**src/rtl/tclu_pkg.sv**
```systemverilog
// Package for the typed compare and logic unit: operation, type and fault codes,
// the field widths and the int-to-single conversion function.
// Depends on nothing.
package tclu_pkg;

  localparam int OpW    = 4;
  localparam int TypeW  = 2;
  localparam int ValW   = 32;
  localparam int FaultW = 2;
  localparam int InDataW  = 72;  // 4+2+32+2+32 = 72, already whole bytes
  localparam int OutDataW = 8;

  typedef enum logic [OpW-1:0] {
    OP_EQL  = 4'd0,
    OP_NEQL = 4'd1,
    OP_GT   = 4'd2,
    OP_GTE  = 4'd3,
    OP_LT   = 4'd4,
    OP_LTE  = 4'd5,
    OP_LAND = 4'd6,
    OP_LOR  = 4'd7,
    OP_LNOT = 4'd8
  } op_t;

  typedef enum logic [TypeW-1:0] {
    TY_NIL     = 2'd0,
    TY_INT     = 2'd1,
    TY_FLOAT   = 2'd2,
    TY_CLOSURE = 2'd3
  } ty_t;

  typedef enum logic [FaultW-1:0] {
    FAULT_NONE    = 2'd0,
    FAULT_NIL     = 2'd1,
    FAULT_CLOSURE = 2'd2
  } fault_t;

  typedef struct packed {
    logic [OpW-1:0]   operation;
    logic [TypeW-1:0] top_type;
    logic [ValW-1:0]  top_value;
    logic [TypeW-1:0] second_type;
    logic [ValW-1:0]  second_value;
  } item_t;

  typedef struct packed {
    logic              truth;
    logic [FaultW-1:0] fault;
  } result_t;

  // Signed 32-bit integer to IEEE single, round to nearest even.
  function automatic logic [31:0] int_to_single(input logic [31:0] v);
    logic        s;
    logic [31:0] mag;
    logic [31:0] norm;
    logic [4:0]  lz;
    logic        found;
    logic [23:0] mant;
    logic        g;
    logic        st;
    logic [24:0] rnd;
    logic [7:0]  ex;
    s = v[31];
    mag = s ? (~v + 32'd1) : v;
    lz = 5'd0;
    found = 1'b0;
    for (int i = 31; i >= 0; i--) begin
      if (!found && mag[i]) begin
        found = 1'b1;
        lz = 5'(31 - i);
      end
    end
    norm = mag << lz;
    mant = norm[31:8];
    g = norm[7];
    st = |norm[6:0];
    rnd = {1'b0, mant} + 25'(g & (st | mant[0]));
    ex = 8'(8'd158 - {3'd0, lz});
    if (rnd[24]) begin
      ex = ex + 8'd1;
    end
    if (!found) begin
      int_to_single = 32'd0;
    end else begin
      int_to_single = {s, ex, rnd[24] ? 23'd0 : rnd[22:0]};
    end
  endfunction

endpackage

```
**src/rtl/tclu_core.sv**
```systemverilog
// Combinational evaluation of one request: nil policy, closure check,
// integer or IEEE single compare and truthiness logic. Uses tclu_pkg.
module tclu_core (
  input  tclu_pkg::item_t   item,
  output tclu_pkg::result_t res
);
  import tclu_pkg::*;

  logic        an, bn, both_int;
  logic [31:0] fa, fb;
  logic        a_nan, b_nan, unord, a_zero, b_zero;
  logic        f_lt, f_eq, i_lt, i_eq, lt, eq, gt;
  logic        ta_true, tb_true;

  assign an = item.top_type == TY_NIL;
  assign bn = item.second_type == TY_NIL;
  assign both_int = item.top_type == TY_INT && item.second_type == TY_INT;

  assign fa = (item.top_type == TY_FLOAT) ? item.top_value : int_to_single(item.top_value);
  assign fb = (item.second_type == TY_FLOAT) ? item.second_value
                                             : int_to_single(item.second_value);

  assign a_nan = &fa[30:23] && |fa[22:0];
  assign b_nan = &fb[30:23] && |fb[22:0];
  assign unord = a_nan | b_nan;
  assign a_zero = fa[30:0] == 31'd0;
  assign b_zero = fb[30:0] == 31'd0;

  // Sign-magnitude ordering; both zeros compare equal.
  always_comb begin
    f_eq = (fa == fb) || (a_zero && b_zero);
    if (fa[31] != fb[31]) begin
      f_lt = fa[31] && !(a_zero && b_zero);
    end else if (fa[31]) begin
      f_lt = fa[30:0] > fb[30:0];
    end else begin
      f_lt = fa[30:0] < fb[30:0];
    end
  end

  assign i_lt = $signed(item.top_value) < $signed(item.second_value);
  assign i_eq = item.top_value == item.second_value;

  assign lt = both_int ? i_lt : (!unord && f_lt);
  assign eq = both_int ? i_eq : (!unord && f_eq);
  assign gt = both_int ? (!i_lt && !i_eq) : (!unord && !f_lt && !f_eq);

  // Truthiness: an int is true when non-zero, a float when not +-0.
  assign ta_true = (item.top_type == TY_CLOSURE)
                || (item.top_type == TY_INT && item.top_value != 32'd0)
                || (item.top_type == TY_FLOAT && item.top_value[30:0] != 31'd0);
  assign tb_true = (item.second_type == TY_CLOSURE)
                || (item.second_type == TY_INT && item.second_value != 32'd0)
                || (item.second_type == TY_FLOAT && item.second_value[30:0] != 31'd0);

  always_comb begin
    res.truth = 1'b0;
    res.fault = FAULT_NONE;
    case (item.operation)
      OP_EQL, OP_NEQL, OP_GT, OP_GTE, OP_LT, OP_LTE: begin
        if (an != bn) begin
          if (item.operation == OP_NEQL) begin
            res.truth = 1'b1;
          end else if (item.operation != OP_EQL) begin
            res.fault = FAULT_NIL;
          end
        end else if (an) begin
          res.truth = item.operation == OP_EQL || item.operation == OP_GTE
                   || item.operation == OP_LTE;
        end else if (item.top_type == TY_CLOSURE || item.second_type == TY_CLOSURE) begin
          res.fault = FAULT_CLOSURE;
        end else begin
          case (item.operation)
            OP_EQL:  res.truth = eq;
            OP_NEQL: res.truth = !eq;
            OP_GT:   res.truth = gt;
            OP_GTE:  res.truth = gt | eq;
            OP_LT:   res.truth = lt;
            default: res.truth = lt | eq;
          endcase
        end
      end
      OP_LAND: res.truth = ta_true & tb_true;
      OP_LOR:  res.truth = ta_true | tb_true;
      OP_LNOT: res.truth = !ta_true;
      default: res.truth = 1'b0;
    endcase
  end

endmodule

```
**src/rtl/typed_compare_logic_unit_top.sv**
```systemverilog
// Top level of the typed compare and logic unit: input register, evaluation
// logic (tclu_core) and an output register. Uses tclu_pkg.
//
// The unit takes one request per cycle when the output side is not stalled and
// returns exactly one result per request, through the input and then the output register.
// A request is latched into an input register, evaluated by a single pass of
// combinational logic (nil policy, closure check, int-to-single conversion and
// the integer or IEEE compare, or truthiness for LAND, LOR and LNOT) and the
// answer is captured in an output register. The sustained rate is one request
// per cycle while results are taken, set by that single evaluation stage; both
// registers advance together when the output is free or being taken, so back
// pressure on the result side holds the pipe without losing anything.
module typed_compare_logic_unit_top (
  input  logic                           clk,
  input  logic                           rst,
  input  logic                           s_tvalid,
  output logic                           s_tready,
  // operation[3:0], top_type[5:4], top_value[37:6], second_type[39:38],
  // second_value[71:40]
  input  logic [tclu_pkg::InDataW-1:0]  s_tdata,
  output logic                           m_tvalid,
  input  logic                           m_tready,
  // truth[0], fault[2:1], zero fill up to bit 7
  output logic [tclu_pkg::OutDataW-1:0] m_tdata
);
  import tclu_pkg::*;

  logic    in_valid;
  item_t   in_item;
  result_t core_res;
  result_t out_res;
  logic    adv;

  // The pipe moves whenever the result register is empty or being drained.
  assign adv = !m_tvalid || m_tready;
  assign s_tready = adv;

  always_ff @(posedge clk) begin
    if (rst) begin
      in_valid <= 1'b0;
      m_tvalid <= 1'b0;
    end else if (adv) begin
      in_valid <= s_tvalid;
      m_tvalid <= in_valid;
    end
  end

  always_ff @(posedge clk) begin
    if (adv) begin
      in_item.operation    <= s_tdata[3:0];
      in_item.top_type     <= s_tdata[5:4];
      in_item.top_value    <= s_tdata[37:6];
      in_item.second_type  <= s_tdata[39:38];
      in_item.second_value <= s_tdata[71:40];
      out_res <= core_res;
    end
  end

  tclu_core u_core (
    .item(in_item),
    .res (core_res)
  );

  assign m_tdata = {5'd0, out_res.fault, out_res.truth};

  a_fault_clears_truth: assert property (@(posedge clk) disable iff (rst)
    m_tvalid && (m_tdata[2:1] != 2'd0) |-> !m_tdata[0]) else $error("truth with fault");
  a_no_fault_code3: assert property (@(posedge clk) disable iff (rst)
    m_tvalid |-> m_tdata[2:1] != 2'd3) else $error("bad fault code");
  a_stall_holds: assert property (@(posedge clk) disable iff (rst)
    m_tvalid && !m_tready |=> m_tvalid && $stable(out_res)) else $error("result lost");
  a_flow: assert property (@(posedge clk) disable iff (rst)
    in_valid && adv |=> m_tvalid) else $error("item dropped");

endmodule

```
**config.mk**
```make
export PLATFORM = sky130hd
export DESIGN_NAME = typed_compare_logic_unit_top
export DESIGN_NICKNAME = d
export VERILOG_FILES = /design/src/rtl/tclu_pkg.sv /design/src/rtl/tclu_core.sv /design/src/rtl/typed_compare_logic_unit_top.sv
export SDC_FILE = /design/constraint.sdc
export NUM_CORES = 1
export LEC_CHECK = 0
export ABC_AREA = 1
export BUFFER_PORTS_ARGS = -buffer_cell sky130_fd_sc_hd__buf_2
export CORE_AREA = 2 2 176 351
export DETAILED_ROUTE_END_ITERATION = 8
export DIE_AREA = 0 0 178 353
export HOLD_SLACK_MARGIN = 0.08
export MAX_ROUTING_LAYER = met4
export PLACE_DENSITY = 0.47
export SYNTH_ARGS = -nofsm -noshare
export SYNTH_HDL_FRONTEND = slang
export SYNTH_HIERARCHICAL = 1
export SYNTH_SLANG_ARGS = --single-unit
```
**constraint.sdc**
```tcl
create_clock -name clk -period 11.45 [get_ports clk]
set_clock_uncertainty 0.15 [all_clocks]
set_input_delay 3.435 -clock clk [delete_from_list [all_inputs] [get_ports clk]]
set_output_delay 3.435 -clock clk [all_outputs]
set_load 0.005 [all_outputs]
```
# Word level (Yosys, flattened, before mapping)
# Cells that the tools add are included.
# op_classes
reduce_logical	173
add_sub_neg	8
shifts	2
muxes	151
n_eq_ne	18
bitwise	11
order_cmp	3
# ops
cell	n
2-to-1 mux 5 bit	46
2-to-1 mux 32 bit	6
logical AND 1 bit	76
2-to-1 mux 1 bit	75
logical NOT 1 bit	71
adder 32 x 1 -> 32 bit, second input constant	2
== test 32 bit	2
inverter 32 bit	2
nonzero test 32 bit	2
<< shifter 32 x 5 -> 32 bit	2
logical NOT 31 bit	2
nonzero test 31 bit	2
adder 24 x 25 -> 25 bit	2
AND 1 x 25 -> 25 bit	2
2-to-1 mux 23 bit	2
OR reduction 23 bit	2
less-than comparator 32 bit	1
2-to-1 mux 4 bit	8
> comparator 31 bit	1
less-than comparator 31 bit	1
adder 8 x 1 -> 8 bit, second input constant	2
== test 4 x 3 -> 1 bit, second input constant	4
2-to-1 mux 8 bit	2
AND reduction 8 bit	2
19 further kinds	49
# totals
register_bits	77
output_inout_bits	10
in_bits	76
elab_cells	375

# Depth between registers and ports, before layout
# Gate-level depths: netlist of the first run.
# logic_depth
depth_word	120
depth_mapped	67
depth_no_buf	66

# Hierarchy
# The synthesis of the first run kept the hierarchy.
# by_module_without_submodules
mod	cells_per_inst	area_per_inst_um2	instances
tclu_core	2347	11952.7	1
typed_compare_logic_unit_top	92	2377.3	1

# Worst setup path after synthesis of the first run
# No wires, ideal clock.
# synth_path
path_type	input to output
startpoint	input port m_tready
endpoint	output port s_tready
path_stages	2
path_buffers	0
t_required_ns	7.865
arrival_time_ns	4.403
path_slack_ns	3.462
cell_sequence	inv_2 -> nand2_2
# synth_via
elab_chain_cells	1
# synth_rtl
item	line	source
start, declared	typed_compare_logic_unit_top.sv:22	input logic m_tready,
logical OR 1 bit	typed_compare_logic_unit_top.sv:35	assign adv = !m_tvalid || m_tready;
end, declared	typed_compare_logic_unit_top.sv:17	output logic s_tready,
# Every way passes these cells.

==> run summary, run 1 <==
Status: finished, final reports clean
Post-synth EDFFs: 75
Setup crit end kind: flip-flop
Die Height: 353 µm
GR Util met2: 29.33%
WP data arrival: 10.04 ns
Vias/cell: 5.036
Ys async rst share: 0%
GR peak layer: met2
Yosys top cell area share: 18.31%
Largest fanout on the critical path: 42
WP depth: 59
Largest net degree at the start of global routing: 78
Synth unique cells: 64
Number of global-route vias before repair: 15,590
Post-cts sizing count: 0
DRT iter0 DRCs: 1,490
Warnings, synthesis: 6
Worst EP required: 11.40 ns
Lkg Pwr: 7.690 nW
I/O Buffers: 80
PwrDens: 118.4 mW/mm²
Crit path launch: in_item[34]
Tot Pwr: 0.001849 W
Worst setup SP type: flip-flop
Die width: 178 µm
Initial Utilization: 23.73%
Setup tns final: 0 ns
Setup WS pre-CTS: 1.429 ns
CP max stage delay: 0.55 ns
Hold_buf cts: 0
Top post-synthesis cells by area: nand2_1, nand3_1, edfxtp_1, inv_1, ha_1
Cell Area, Placed: 0.01531 mm²
Critical Path Slowest Stage Cell: edfxtp_1
Worst min-delay path class: flip-flop to flip-flop
Final worst-path cycle share: 88.08%
RSZ-0062 raised after global routing: false
Wire length per cell: 17.91 µm
Via count: 16,360
Inserted Diodes: 0
Cts bufs inserted: 9
Syn_area_per_cell: 5.875 µm²
Post-CTS Setup Inserts: 0
Core area: 0.06038 mm²
Ys flop type: edfxtp_1
Fin area: 0.01562 mm²
Worst setup path class: flip-flop to flip-flop
Clock Tree Buf Depth: 2
Max Fclk: 99.16 MHz
WHS Path Cells: 2
Total track usage: 18.75%
Largest area contributor in the netlist: nand2_1
Worst r2r path cells: 59
Rel. slew slack: 25.12%
Area of the mapped netlist: 0.01433 mm²
Drt drc: 0
GRT met3 Usage: 2.250%
CTS tree: built
CP Buf/Inv Count: 6
Reg2reg start: in_item[34]
Delay-heaviest family, CP: simple AND/OR/NAND/NOR gates
P&R area growth vs syn: 9.020%
HPWL after detailed placement: 48.06 mm
Layout cells sized above 1: 10.78%
Final Hold Viols: 0
Site Rows: 128
Mapped Cells: 2,439
Clock transition at path regs: 0.07 ns
Initial antenna violation count: 0
GPL Wtd Cong: 0.9364
Min cycle time layout: 10.08 ns
Met1 Track Usage GR: 25.85%
Nets: 2,609
GRT Residual Overflow: 0
CTS Sinks: 77
Slew @ Worst Pin: 1.123 ns
DIE AREA: 0.06283 mm²
Setup-failing EPs final: 0
First-pass GRT wire length: 89.05 mm
Sequential area share after synthesis: 16.00%
Detail Route Antenna Nets: 0
Max VDD drop: 0.07153 mV
Maxcap violations: 0
Seq cells post-synth: 77
CP dominant cell by count: nand2_1
Total Wirelength: 58.19 mm
Clk_lat worst skew: 0.35 ns
Initial DRT Pass Iterations: 8
H-tree depth: 3
Hold Crit Start: in_valid
Final setup margin: 1.365 ns
Ports: 86
Root Buffer: clkbuf_16
Slew Limit Fails: 0
==> cells in the mapped netlist (3+ instances only) <==
cell	count
a31oi_1	3
inv_2	22
nand3_4	7
xor2_1	67
buf_4	15
buf_1	6
or2_2	6
o21ai_0	64
o211ai_1	5
ha_1	70
edfxtp_1	75
buf_6	11
nand3b_1	7
inv_1	279
xnor2_1	7
nand4_2	9
and2_1	8
clkbuf_1	13
o21bai_1	3
nand3_1	477
nor2_1	212
nand2_1	699
clkinv_1	3
nor2_2	32
o21ai_1	16
nor2_4	19
nand2_4	4
buf_2	37
o22ai_1	5
nand2_2	21
nor4_1	13
a21oi_2	3
nor3_1	20
o31ai_1	6
nand4_1	75
a21oi_1	61
nand3_2	19
o2111ai_1	6
==> cells by family after synthesis <==
| family | count (synthesis) | share of synthesized area, % |
|---|---|---|
| buffers and inverters | 390 | 11.71 |
| AOI/OAI and AO/OA | 185 | 7.369 |
| and+or+nand+nor | 1640 | 54.04 |
| DFF | 77 | 16.00 |
| xor gates and xnor gates | 76 | 4.750 |
| adders and majority gates | 70 | 6.112 |
| other | 1 | 0.02617 |
==> registers in the layout (all words and copies together), names as in the netlist <==
register and flops:
m_tvalid 1, in_item 72, m_tdata 3, in_valid 1
==> worst register-to-register path: cells and delay by family (launching register included) <==
| kind | cells | cell delay [ns] |
|---|---|---|
| simple gates | 47 | 7.09 |
| flops | 1 | 0.55 |
| fa+ha+maj | 3 | 0.77 |
| buf+inv | 6 | 0.84 |
| compound gates | 3 | 0.39 |
==> worst paths after layout <==
path / endpoint / slack (ns)
setup / recovery: m_tdata[0] / 1.37
setup reg to reg: m_tdata[0] / 1.37
hold reg to reg: m_tvalid / 0.34
hold / removal: m_tvalid / 0.34
==> cell usage in the layout, fill, tap and decap left out, types with 7 or more instances in the layout <==
cell type,instances
nand3_1,477
nand2_2,20
inv_1,279
nand4_1,75
nor2_2,34
nor3_1,20
buf_4,13
inv_2,22
and2_1,8
nor2_1,210
xor2_1,67
clkbuf_16,9
ha_1,70
nor4_1,13
buf_2,80
nand3_4,7
nor2_4,19
nand4_2,9
nand3b_1,7
o21ai_1,16
a21oi_1,61
edfxtp_1,75
o21ai_0,64
xnor2_1,7
nand2_1,699
nand3_2,19
==> report_power, final <==
group | internal, W | leakage, nW | switching [W]
logic | 0.000340 | 6.73 | 0.000825
registers | 0.000333 | 0.805 | 0.0000392
clock network | 0.000175 | 0.152 | 0.000138
total | 0.000848 | 7.69 | 0.00100
==> cell type report <==
cell class | count | area [µm²]
clock buffer | 9 | 225.2
clock inverter | 7 | 91.34
fill | 6931 | 44760
inverter | 306 | 1155
multi-input combinational | 1976 | 10390
sequential | 77 | 2292
tap | 780 | 975.9
timing repair buffer | 93 | 498.0
==> stage by stage <==
step           cells  util (%)  hold WS (ns)
4_1_cts         3248     25.87        0.3375
6_report        3248     25.87        0.3362
2_1_floorplan   2443         -        0.2881
5_1_grt         3248     25.87        0.3758
3_3_place_gp    3232     25.35        0.3162
3_5_place_dp    3232     25.35        0.3163
==> routing by layer <==
metal  vias to the layer above  wire length [µm]
met1                      7524             26450
met5                         -                 0
li1                       8143                 -
met2                       612             26670
met3                        77              3800
met4                         0              1266
Note: power is estimated with default switching activity, not from simulation.
==> run 2: changes to the inputs <==
==> constraint.sdc (replaced) <==
create_clock -name clk -period 11.9 [get_ports clk]
set_clock_uncertainty 0.15 [all_clocks]
set_input_delay 3.57 -clock clk [delete_from_list [all_inputs] [get_ports clk]]
set_output_delay 3.57 -clock clk [all_outputs]
set_load 0.1 [all_outputs]
==> run 2 against run 1 <==
Sequential power fell by 4%; die area did not move; non-clock buffer count rose by 2; cell area rose by 0.26%; hold slack got worse by 0.022 ns; largest power group unchanged; worst setup slack improved by 0.73 ns; critical endpoint unchanged; largest cell class unchanged; clock-buffer cell count did not move; sequential share of layout area barely moved.
==> run summary, run 2 (same netlist as run 1, synthesis figures left out) <==
Status: finished, final reports clean
Biggest register: in_item
Initial DRT Pass Iterations: 6
Via count: 16,360
CP max stage delay: 0.76 ns
Worst r2r path cells: 57
Vias/cell: 5.034
Final worst-path cycle share: 82.38%
P&R area growth vs syn: 9.299%
Tot Pwr: 0.001824 W
Largest net degree at the start of global routing: 78
Reg area: 0.002292 mm²
GPL Wtd Cong: 0.9518
HPWL after detailed placement: 48.15 mm
Cts bufs inserted: 9
Critical Path Slowest Stage Cell: nand2_2
Post-cts sizing count: 0
Die Height: 353 µm
Number of flip-flops in the largest register: 72
RSZ-0062 raised after global routing: false
H-tree depth: 3
Rel. slew slack: 28.71%
Worst setup path class: flip-flop to flip-flop
Cell Area, Placed: 0.01532 mm²
Setup-failing EPs final: 0
Slew Limit Fails: 0
Max Fclk: 102.0 MHz
Wire length per cell: 18.00 µm
Slew @ Worst Pin: 1.069 ns
Layout cells sized above 1: 10.85%
Drt drc: 0
Area of the multi-input gates: 0.01039 mm²
RR Endpoint: m_tdata[0]
R2r setup slk: 2.10 ns
WP data arrival: 9.77 ns
Detail Route Antenna Nets: 0
Largest fanout on the critical path: 48
Clock Tree Buf Depth: 2
Nets: 2,611
Post-Route M1 WL: 27.21 mm
I/O Buffers: 80
First-pass GRT wire length: 89.74 mm
Crit path launch: in_item[0]
PwrDens: 116.5 mW/mm²
Ports: 86
Inserted Diodes: 0
Maxcap violations: 0
Met2 WL post-DR: 26.97 mm
Total Wirelength: 58.50 mm
CTS Sinks: 77
Post-CTS Setup Inserts: 0
Max VDD drop: 0.07088 mV
Die width: 178 µm
Clock transition at path regs: 0.08 ns
Clk_lat worst skew: 0.36 ns
Min cycle time layout: 9.803 ns
Reg2reg start: in_item[0]
DIE AREA: 0.06283 mm²
CTS tree: built
Leading cell types in the layout, fill and taps excluded: nand2_1, nand3_1, inv_1
Met3 WL post-DR: 3.437 mm
DRT iter0 DRCs: 1,693
CP dominant cell by count: nand2_1
Worst setup SP type: flip-flop
Number of global-route vias before repair: 15,290
Worst min-delay path class: flip-flop to flip-flop
Setup tns final: 0 ns
Most common cell after layout, fill and taps aside: nand2_1
DR top layer: met4
Site Rows: 128
Fin area: 0.01566 mm²
Root Buffer: clkbuf_16
Initial Utilization: 23.73%
Setup crit end kind: flip-flop
Lkg Pwr: 7.714 nW
# fillers: 6,886
Initial antenna violation count: 0
Core area: 0.06038 mm²
Worst EP required: 11.87 ns
Final Hold Viols: 0
GRT Residual Overflow: 0
Total track usage: 18.87%
Worst setup path endpoint: m_tdata[0]
Hold_buf cts: 0
## run 2: changes by cell type in the layout (fill, tap and decap cells not counted), sizes merged
cell,previous run,this run
buf,93,95
inv,305,304
clkinvlp,1,0
clkinv,6,7
bufinv,1,2
## run 2: worst min-delay path by stage
stage	slack [ns]	cells after the start	endpoint	from
finish	0.31	2	m_tvalid	in_valid
global route	0.33	2	m_tvalid	in_valid
CTS	0.31	2	m_tvalid	in_valid
detailed placement	0.30	2	m_tvalid	in_valid
global placement	0.31	2	m_tvalid	in_valid
floorplan	0.29	2	m_tvalid	in_valid
## run 2: critical path, delay by kind of cell (launching register included)
| family | cells | cell delay (ns) |
|---|---|---|
| adders and majority gates | 2 | 0.49 |
| buffers and inverters | 6 | 0.98 |
| AOI/OAI and AO/OA | 2 | 0.41 |
| xor gates and xnor gates | 1 | 0.30 |
| and+or+nand+nor | 46 | 6.69 |
| DFF | 1 | 0.52 |
## run 2: metal layers
| layer | GRT usage [%] | up-vias |
|---|---|---|
| met5 | - | - |
| met4 | 3.016 | 0 |
| met3 | 2.089 | 52 |
| met2 | 29.49 | 608 |
| met1 | 26.48 | 7568 |
| li1 | - | 8131 |
## run 2: where the power goes
group	switching [W]	internal, W
Clock	0.000136	0.000190
Combinational	0.000815	0.000327
Sequential	0.0000357	0.000320
Total	0.000987	0.000837
## run 2: final cells by class
cell class              count  area share (%)
inverters                 306           7.373
clock inverters             7          0.7429
clock buffers               9           1.438
well taps                 780           6.231
multi-input cells        1976           66.30
repair buffers             95           3.275
flip-flops and latches     77           14.63
## run 2: metrics by stage
step / util, % / hold slack [ns] / worst slack, ns / std cells
after floorplan: - / 0.2881 / 3.316 / 2443
after global placement: 25.38 / 0.3053 / 2.271 / 3234
after detailed placement: 25.38 / 0.3046 / 2.253 / 3234
after CTS: 25.94 / 0.3140 / 2.238 / 3250
after global routing: 25.94 / 0.3293 / 1.079 / 3250
final: 25.94 / 0.3146 / 2.097 / 3250
